File: src/rtl/sawt_pkg.sv
`timescale 1ns / 1ps

package sawt_pkg;

  // Input function codes
  localparam logic [1:0] FUNC_START = 2'd0;
  localparam logic [1:0] FUNC_FRAME = 2'd1;
  localparam logic [1:0] FUNC_TICK  = 2'd2;

  // Frame marker and frame type codes
  localparam logic [7:0] MARK_OK    = 8'h7E;
  localparam logic [4:0] T_ACK      = 5'h00;
  localparam logic [4:0] T_NACK     = 5'h01;
  localparam logic [4:0] T_LIST     = 5'h0A;
  localparam logic [4:0] T_DOWNLOAD = 5'h0B;
  localparam logic [4:0] T_DATA     = 5'h12;
  localparam logic [4:0] T_EOT      = 5'h1E;
  localparam logic [4:0] T_ERROR    = 5'h1F;

  // Result action codes
  localparam logic [1:0] ACT_RESEND = 2'd0;
  localparam logic [1:0] ACT_ACK    = 2'd1;
  localparam logic [1:0] ACT_DONE   = 2'd2;
  localparam logic [1:0] ACT_ERROR  = 2'd3;

  localparam int SEQ_W        = 5;
  localparam int CFG_W        = 16;
  localparam logic [CFG_W-1:0] BASE_TIMEOUT_RST = 16'd1000;

  // Command queue between front and back
  localparam int CMDQ_DEPTH = 4;
  localparam int CMDQ_AW    = $clog2(CMDQ_DEPTH);

  // One queued command: a single result, or an ack followed by a resend
  typedef struct packed {
    logic             pair;
    logic [1:0]       action;
    logic [SEQ_W-1:0] seq;
  } cmd_t;

  // Queue handshake between the stages
  typedef struct packed {
    logic full;
    logic empty;
  } q_stat_t;

endpackage

File: src/rtl/sawt_front.sv
`timescale 1ns / 1ps

module sawt_front #(
  parameter int TIMER_BITS = 32
) (
  input  logic                          clk,
  input  logic                          rst_n,
  input  logic                          cfg_wr_en,
  input  logic [sawt_pkg::CFG_W-1:0]    cfg_wr_data,
  input  logic                          item_acc,
  input  logic [1:0]                    func,
  input  logic [7:0]                    frame_marker,
  input  logic [4:0]                    frame_type,
  input  logic [sawt_pkg::SEQ_W-1:0]    frame_seq,
  output logic                          cmd_push,
  output sawt_pkg::cmd_t                cmd
);

  localparam logic [TIMER_BITS-1:0] TMAX = {TIMER_BITS{1'b1}};

  logic [sawt_pkg::CFG_W-1:0] base_timeout_r;
  logic                       waiting_r, waiting_nxt;
  logic [sawt_pkg::SEQ_W-1:0] sent_seq_r, sent_seq_nxt;
  logic                       sent_is_data_r, sent_is_data_nxt;
  logic [TIMER_BITS-1:0]      elapsed_r, elapsed_nxt;
  logic [TIMER_BITS-1:0]      cur_to_r, cur_to_nxt;

  logic frame_ok;
  logic seq_match;
  logic timed_out;
  logic want_ack;

  assign frame_ok  = (frame_marker == sawt_pkg::MARK_OK) && waiting_r;
  assign seq_match = (frame_seq == sent_seq_r);
  assign timed_out = (elapsed_r >= cur_to_r);
  assign want_ack  = (frame_type == sawt_pkg::T_LIST) || (frame_type == sawt_pkg::T_EOT) ||
                     ((frame_type == sawt_pkg::T_DOWNLOAD) && sent_is_data_r);

  // Classify the transaction and compute next state
  always_comb begin
    waiting_nxt      = waiting_r;
    sent_seq_nxt     = sent_seq_r;
    sent_is_data_nxt = sent_is_data_r;
    elapsed_nxt      = elapsed_r;
    cur_to_nxt       = cur_to_r;
    cmd_push         = 1'b0;
    cmd.pair         = 1'b0;
    cmd.action       = sawt_pkg::ACT_RESEND;
    cmd.seq          = '0;
    if (item_acc) begin
      unique case (func)
        sawt_pkg::FUNC_START: begin
          sent_seq_nxt     = frame_seq;
          sent_is_data_nxt = (frame_type == sawt_pkg::T_DATA);
          cur_to_nxt       = TIMER_BITS'(base_timeout_r);
          elapsed_nxt      = '0;
          waiting_nxt      = 1'b1;
        end
        sawt_pkg::FUNC_TICK: begin
          if (waiting_r && (elapsed_r != TMAX)) begin
            elapsed_nxt = elapsed_r + 1'b1;
          end
        end
        sawt_pkg::FUNC_FRAME: begin
          if (frame_ok) begin
            priority if (frame_type == sawt_pkg::T_ERROR) begin
              waiting_nxt = 1'b0;
              cmd_push    = 1'b1;
              cmd.action  = sawt_pkg::ACT_ERROR;
            end else if ((frame_type == sawt_pkg::T_ACK) && seq_match) begin
              waiting_nxt = 1'b0;
              cmd_push    = 1'b1;
              cmd.action  = sawt_pkg::ACT_DONE;
            end else if (timed_out) begin
              // doubling saturates at all ones
              cur_to_nxt  = cur_to_r[TIMER_BITS-1] ? TMAX : {cur_to_r[TIMER_BITS-2:0], 1'b0};
              elapsed_nxt = '0;
              cmd_push    = 1'b1;
            end else if ((frame_type == sawt_pkg::T_NACK) && seq_match) begin
              elapsed_nxt = '0;
              cmd_push    = 1'b1;
            end else if (want_ack) begin
              elapsed_nxt = '0;
              cmd_push    = 1'b1;
              cmd.pair    = 1'b1;
              cmd.action  = sawt_pkg::ACT_ACK;
              cmd.seq     = sent_seq_r - 1'b1;
            end else begin
              cmd_push = 1'b0;
            end
          end
        end
        default: begin
          cmd_push = 1'b0;
        end
      endcase
    end
  end

  // Tracker state and configuration register
  always_ff @(posedge clk) begin
    if (!rst_n) begin
      base_timeout_r <= sawt_pkg::BASE_TIMEOUT_RST;
      waiting_r      <= 1'b0;
      sent_seq_r     <= '0;
      sent_is_data_r <= 1'b0;
      elapsed_r      <= '0;
      cur_to_r       <= '0;
    end else begin
      if (cfg_wr_en) begin
        base_timeout_r <= cfg_wr_data;
      end
      waiting_r      <= waiting_nxt;
      sent_seq_r     <= sent_seq_nxt;
      sent_is_data_r <= sent_is_data_nxt;
      elapsed_r      <= elapsed_nxt;
      cur_to_r       <= cur_to_nxt;
    end
  end

endmodule

File: src/rtl/sawt_cmdq.sv
`timescale 1ns / 1ps

module sawt_cmdq (
  input  logic              clk,
  input  logic              rst_n,
  input  logic              q_push,
  input  sawt_pkg::cmd_t    q_wdata,
  input  logic              q_pop,
  output sawt_pkg::cmd_t    q_rdata,
  output sawt_pkg::q_stat_t q_stat
);

  sawt_pkg::cmd_t                mem [sawt_pkg::CMDQ_DEPTH];
  logic [sawt_pkg::CMDQ_AW-1:0]  wr_ptr_r;
  logic [sawt_pkg::CMDQ_AW-1:0]  rd_ptr_r;
  logic [sawt_pkg::CMDQ_AW:0]    count_r;

  assign q_stat.full  = (count_r == (sawt_pkg::CMDQ_AW+1)'(sawt_pkg::CMDQ_DEPTH));
  assign q_stat.empty = (count_r == '0);
  assign q_rdata      = mem[rd_ptr_r];

  // Storage
  always_ff @(posedge clk) begin
    if (q_push) begin
      mem[wr_ptr_r] <= q_wdata;
    end
  end

  // Pointers and fill count
  always_ff @(posedge clk) begin
    if (!rst_n) begin
      wr_ptr_r <= '0;
      rd_ptr_r <= '0;
      count_r  <= '0;
    end else begin
      if (q_push) begin
        wr_ptr_r <= wr_ptr_r + 1'b1;
      end
      if (q_pop) begin
        rd_ptr_r <= rd_ptr_r + 1'b1;
      end
      unique case ({q_push, q_pop})
        2'b10:   count_r <= count_r + 1'b1;
        2'b01:   count_r <= count_r - 1'b1;
        default: count_r <= count_r;
      endcase
    end
  end

endmodule

File: src/rtl/sawt_back.sv
`timescale 1ns / 1ps

module sawt_back (
  input  logic                       clk,
  input  logic                       rst_n,
  input  sawt_pkg::cmd_t             q_rdata,
  input  logic                       q_empty,
  output logic                       q_pop,
  output logic                       empty,
  input  logic                       pop,
  output logic [1:0]                 out_action,
  output logic [sawt_pkg::SEQ_W-1:0] out_ack_seq,
  output logic                       out_last
);

  sawt_pkg::cmd_t cur_r;
  logic           valid_r;
  logic           phase_r;
  logic           take;
  logic           first_of_pair;
  logic           load;

  assign empty         = !valid_r;
  assign take          = pop && valid_r;
  assign first_of_pair = cur_r.pair && !phase_r;
  assign load          = (!valid_r || (take && !first_of_pair)) && !q_empty;
  assign q_pop         = load;

  // Expand the current command into result transactions
  always_comb begin
    if (first_of_pair) begin
      out_action  = sawt_pkg::ACT_ACK;
      out_ack_seq = cur_r.seq;
      out_last    = 1'b0;
    end else begin
      out_action  = cur_r.pair ? sawt_pkg::ACT_RESEND : cur_r.action;
      out_ack_seq = '0;
      out_last    = 1'b1;
    end
  end

  // Output register
  always_ff @(posedge clk) begin
    if (!rst_n) begin
      valid_r <= 1'b0;
      phase_r <= 1'b0;
    end else if (take && first_of_pair) begin
      phase_r <= 1'b1;
    end else if (!valid_r || take) begin
      valid_r <= !q_empty;
      phase_r <= 1'b0;
    end
  end

  always_ff @(posedge clk) begin
    if (load) begin
      cur_r <= q_rdata;
    end
  end

endmodule

File: src/rtl/stop_and_wait_ack_tracker_core.sv
`timescale 1ns / 1ps
// Stop-and-wait acknowledgement tracker, sender side.
// Input channel (push/full): one transaction per cycle while full is low.
//   in_func 0 arms the tracker for a sent frame (type, seq), 1 is a received
//   frame header, 2 is a one-millisecond tick.
// Result channel (empty/pop): the oldest result sits on out_* while empty is
//   low; pop takes it. A frame yields at most two results (ack then resend);
//   out_last marks the final one of a frame.
// Config: cfg_wr_en/cfg_wr_data load base_timeout; write only while idle.
// Timing: one input transaction per cycle while full is low. Decisions are
//   made in the cycle of acceptance from the tracker registers; a result
//   passes the command queue and then the output register. Results drain at
//   one per cycle while pop is high; an ack plus resend needs two pops.
// A 4-entry command queue sits between the decision logic and the output
//   register; when the receiver stalls it fills and full rises, holding the
//   input side. Ticks and starts still need a free entry to be accepted.
// Reset (rst_n low, synchronous): tracker idle, queue and output emptied,
//   base_timeout back to 1000.

module stop_and_wait_ack_tracker_core #(
  parameter int TIMER_BITS = 32
) (
  input  logic                       clk,
  input  logic                       rst_n,
  input  logic                       cfg_wr_en,
  input  logic [15:0]                cfg_wr_data,
  input  logic                       push,
  output logic                       full,
  input  logic [1:0]                 in_func,
  input  logic [7:0]                 in_frame_marker,
  input  logic [4:0]                 in_frame_type,
  input  logic [4:0]                 in_frame_seq,
  output logic                       empty,
  input  logic                       pop,
  output logic [1:0]                 out_action,
  output logic [4:0]                 out_ack_seq,
  output logic                       out_last
);

  logic              item_acc;
  logic              q_push;
  logic              q_pop;
  sawt_pkg::cmd_t    q_wdata;
  sawt_pkg::cmd_t    q_rdata;
  sawt_pkg::q_stat_t q_stat;

  assign full     = q_stat.full;
  assign item_acc = push && !q_stat.full;

  // Decision front end
  sawt_front #(
    .TIMER_BITS (TIMER_BITS)
  ) u_front (
    .clk          (clk),
    .rst_n        (rst_n),
    .cfg_wr_en    (cfg_wr_en),
    .cfg_wr_data  (cfg_wr_data),
    .item_acc     (item_acc),
    .func         (in_func),
    .frame_marker (in_frame_marker),
    .frame_type   (in_frame_type),
    .frame_seq    (in_frame_seq),
    .cmd_push     (q_push),
    .cmd          (q_wdata)
  );

  // Command queue
  sawt_cmdq u_cmdq (
    .clk     (clk),
    .rst_n   (rst_n),
    .q_push  (q_push),
    .q_wdata (q_wdata),
    .q_pop   (q_pop),
    .q_rdata (q_rdata),
    .q_stat  (q_stat)
  );

  // Result back end
  sawt_back u_back (
    .clk         (clk),
    .rst_n       (rst_n),
    .q_rdata     (q_rdata),
    .q_empty     (q_stat.empty),
    .q_pop       (q_pop),
    .empty       (empty),
    .pop         (pop),
    .out_action  (out_action),
    .out_ack_seq (out_ack_seq),
    .out_last    (out_last)
  );

`ifndef SYNTHESIS
  // An ack result is always followed by its resend
  a_ack_then_resend: assert property (@(posedge clk) disable iff (!rst_n)
    (pop && !empty && out_action == sawt_pkg::ACT_ACK) |=>
      (!empty && out_action == sawt_pkg::ACT_RESEND && out_last))
    else $error("ack result not followed by resend");

  // Ack results are never the final result of a frame
  a_ack_not_last: assert property (@(posedge clk) disable iff (!rst_n)
    (!empty && out_action == sawt_pkg::ACT_ACK) |-> !out_last)
    else $error("ack result marked last");

  // The queue is never written while full
  a_no_overflow: assert property (@(posedge clk) disable iff (!rst_n)
    q_push |-> (item_acc && !q_stat.full))
    else $error("command queue overflow");

  // Starts and ticks never produce results
  a_no_result_on_start_tick: assert property (@(posedge clk) disable iff (!rst_n)
    (item_acc && (in_func == sawt_pkg::FUNC_START || in_func == sawt_pkg::FUNC_TICK))
      |-> !q_push)
    else $error("result queued for start or tick");
`endif

endmodule

File: config.mk
export PLATFORM = sky130hd
export DESIGN_NAME = stop_and_wait_ack_tracker_core
export DESIGN_NICKNAME = d
export VERILOG_FILES = /design/src/rtl/sawt_pkg.sv /design/src/rtl/sawt_front.sv /design/src/rtl/sawt_cmdq.sv /design/src/rtl/sawt_back.sv /design/src/rtl/stop_and_wait_ack_tracker_core.sv
export SDC_FILE = /design/constraint.sdc
export NUM_CORES = 1
export LEC_CHECK = 0
export ABC_AREA = 1
export BUFFER_PORTS_ARGS = -buffer_cell sky130_fd_sc_hd__buf_2
export CELL_PAD_IN_SITES_DETAIL_PLACEMENT = 1
export CELL_PAD_IN_SITES_GLOBAL_PLACEMENT = 2
export CORE_UTILIZATION = 35
export DETAILED_ROUTE_END_ITERATION = 10
export GPL_TIMING_DRIVEN = 0
export HOLD_SLACK_MARGIN = 0.02
export PLACE_DENSITY = 0.8
export SYNTH_ARGS = -nofsm -noshare
export SYNTH_HDL_FRONTEND = slang
export SYNTH_SLANG_ARGS = --single-unit
File: constraint.sdc
create_clock -name clk -period 3.9 [get_ports clk]
set_clock_uncertainty 0.1 [all_clocks]
set_input_delay 0.585 -clock clk [delete_from_list [all_inputs] [get_ports clk]]
set_output_delay 0.585 -clock clk [all_outputs]
set_load 0.05 [all_outputs]
==> impl_metrics.json <==
{
  "outcome": "finished, final reports clean",
  "grt_pass1_wl_um": 37500,
  "cp.depth": 18,
  "vias": 7200,
  "clk_pin_slew_ns": 0.07,
  "finalWirelength_um": 23300,
  "core.rowCount": 54,
  "wl_met1_um": 11400,
  "max-clock-path-buffers": 2,
  "crit_required_ns": 4.12,
  "period_needed_ns": 3.37,
  "r2r_slack_ns": 0.53,
  "grtUsageTotal_pct": 21.7,
  "peakVddDrop_mv": 0.322,
  "portBuffers": 49,
  "numCtsBuffers": 17,
  "area_delta_synth_final_pct": 14.9,
  "root_buffer": "clkbuf_16",
  "combPwrFrac_pct": 28.4,
  "met2_length_um": 11100,
  "post-route-util_pct": 41.0,
  "p_leak_uw": 0.00363,
  "die_h_um": 151,
  "finalCritPeriodShare_pct": 86.5,
  "ioPinCount": 51,
  "drive_gt1_share_pct": 13.4,
  "synth_cell_types": 42,
  "synth_fp_nets": 1151,
  "cp_slowest_cell": "dfxtp_1",
  "p_sw_uw": 1770,
  "die_x_um": 151,
  "critPathCaptureType": "register",
  "yosysSeqAreaShare_pct": 40.2,
  "first_pass_iters": 4,
  "clock_power_share_pct": 34.0,
  "final_cell_mix": "nor2_1 (198), nand2_1 (167), inv_1 (117)",
  "slew_headroom_pct": 36.9,
  "grt_max_degree": 17,
  "power_density_nw_per_um2": 524,
  "grt_pass1_vias": 7112,
  "h-tree-depth": 4,
  "drc_errors": 0,
  "fin_setup_tns_ns": 0,
  "final_common_cell": "nor2_1",
  "die_area_um2": 22800,
  "timing.critical_path.buf_inv": 4,
  "cp_top_family": "adder cells",
  "ys_warn_count": 0,
  "critPathKind": "register to register",
  "synthCells": 1070,
  "wl_met3_um": 594,
  "p_total_uw": 4680,
  "worstPathArrival_ns": 3.59,
  "cp_common_cell": "nand2_1",
  "wl_per_cell_um": 16.3,
  "fmax_ghz": 0.297,
  "critPathLaunchType": "register",
  "rsz0062_at_grt": "no",
  "worst_slew_pin_slew_ns": 0.938,
  "rr_endpoint": "u_cmdq.count_r[2]$_SDFFE_PN0P_",
  "yosys.area.top_type": "dfxtp_1",
  "dp_hpwl_um": 17900,
  "nets": 1219,
  "hold_violations": 0,
  "rr_worst_depth": 18,
  "p_sw_share_pct": 37.9,
  "r2r-start": "u_front.cur_to_r[31]$_SDFFE_PN0P_",
  "slew_viol_final": 0,
  "drt_iter0_drc": 302,
  "cts_setup_buffers": 0,
  "start_util_pct": 35.6,
  "avgSynthCellArea_um2": 7.27,
  "yosysTopAreaCellShare_pct": 24.7,
  "ys_ff_latch": 136,
  "antenna_found_initial": 0,
  "intPower_uw": 2910,
  "hold_path_depth": 3,
  "holdPathEnd": "u_front.base_timeout_r[10]$_SDFFE_PN0P_",
  "routabilityCongestion": 0.814,
  "routed.top_layer": "met4",
  "synth_area_um2": 7780,
  "cts_tree": "built",
  "min_from": "cfg_wr_data[10]",
  "slowest_delay_ns": 0.40,
  "worstPathCellList": "inv_2 -> buf_2 -> ha_1 -> nand2_1 -> nor2_1 -> nand2_1 -> inv_1 -> a21oi_2 -> and2_1 -> nand2_1 -> nand2_1 -> ha_1 -> inv_1 -> fa_1 -> a21oi_1 -> o21ai_0 -> o21ai_0 -> a21oi_1",
  "finalSetupViolations": 0,
  "seqPwrFrac_pct": 37.6,
  "ant_nets": 0,
  "diodes": 0,
  "hp-class": "input pin to register",
  "viasPerCell": 5.03,
  "clock-sinks": 136,
  "core-area_um2": 21800,
  "critPathMaxFanout": 10,
  "clock_latency_ns": 0.43,
  "synth_area_leaders": "dfxtp_1 (25%), edfxtp_1 (15%), nor2_1 (9.6%), nand2_1 (8.1%), a21oi_1 (6.4%)",
  "grt-ovfl-total": 0,
  "maxCapViolations": 0
}
## power by group through the flow
stage	clock, uW	combinational, uW	sequential (uW)
after floorplan	0	999	1740
after global placement	0	1310	1790
after detailed placement	0	1330	1790
after CTS	1630	1340	1760
after global routing	1680	1510	1780
final	1590	1330	1760
## layer usage
metal	track usage, %	vias up
met4	5.25	0
met3	3.19	17
met5	0	-
li1	-	3672
met2	36.7	93
met1	29.0	3418
## cell type report
class                      count  area [um^2]
sequential                   136         3120
clock inverter                14          123
timing repair buffer          49          245
inverter                     127          477
tap                          280          350
clock buffer                  18          439
multi-input combinational    765         3930
buffer                        42          253
fill                        2781        12900
## how the worst max path moves through the flow
stage	startpoint	to	slack [ns]
2_1_floorplan	u_front.cur_to_r[31]$_SDFFE_PN0P_	u_cmdq.count_r[2]$_SDFFE_PN0P_	0.81
3_3_place_gp	u_front.cur_to_r[31]$_SDFFE_PN0P_	u_cmdq.count_r[2]$_SDFFE_PN0P_	0.13
3_5_place_dp	u_front.cur_to_r[31]$_SDFFE_PN0P_	u_cmdq.count_r[2]$_SDFFE_PN0P_	0.11
4_1_cts	u_front.cur_to_r[31]$_SDFFE_PN0P_	u_cmdq.count_r[2]$_SDFFE_PN0P_	0.10
5_1_grt	u_front.cur_to_r[31]$_SDFFE_PN0P_	u_cmdq.count_r[2]$_SDFFE_PN0P_	0.16
6_report	u_front.cur_to_r[31]$_SDFFE_PN0P_	u_cmdq.count_r[2]$_SDFFE_PN0P_	0.53
## synthesized netlist by cell type (all sizes together)
cell type  number
a21oi         102
o21bai          1
a22oi           9
a21o            5
fa              1
xor2            2
and2            1
nand4          13
o31ai           1
clkbuf         17
o211ai          2
xnor2           1
clkinv          2
nand2         168
nor4            3
inv           125
o22ai           8
nor2          208
dfxtp          96
nor3           22
nor3b           1
nand3          75
or2             6
o21a            3
o21ai          91
nand3b          2
edfxtp         40
ha             39
and3            1
buf            25
## through the flow
stage	hold WS (ns)	area, um^2	setup slack (ns)	instances
final	0.273	8940	0.528	1431
after CTS	0.262	8930	0.104	1431
after floorplan	0.328	7780	0.813	1070
after global placement	0.349	8370	0.132	1399
after detailed placement	0.360	8370	0.106	1399
after global routing	0.263	8940	0.161	1431
## tightest hold or removal path: cells and delay by family
kind	cells	cell delay, ns
and+or+nand+nor	2	0.11
buffers and inverters	1	0.07
## what timing repair did
item                                    in CTS  in global routing
hold buffers                                 0                  0
endpoints found under the hold margin        0                  0
gates resized for setup                      0                  5
endpoints found under the setup margin       0                  2
## registers in the layout (all words and copies together) (netlist names)
signal,cells
u_cmdq.mem,32
u_front.cur_to_r,32
u_front.elapsed_r,32
u_front.base_timeout_r,16
u_back.cur_r,8
u_front.sent_seq_r,5
u_cmdq.count_r,3
u_cmdq.rd_ptr_r,2
u_cmdq.wr_ptr_r,2
u_back.phase_r,1
u_back.valid_r,1
u_front.sent_is_data_r,1
u_front.waiting_r,1
## cells by family (layout without fill, tap and decap cells)
| family | Yosys count | after routing | synth area share, % |
|---|---|---|---|
| buffers and inverters | 169 | 250 | 9.36 |
| AND/OR/NAND/NOR | 500 | 500 | 28.3 |
| adder cells (fa/ha/maj) | 40 | 40 | 6.53 |
| AO/OA/AOI/OAI | 222 | 222 | 15.3 |
| XOR/XNOR | 3 | 3 | 0.338 |
| flip-flops | 136 | 136 | 40.2 |
Power figures use the tool's default switching activity.
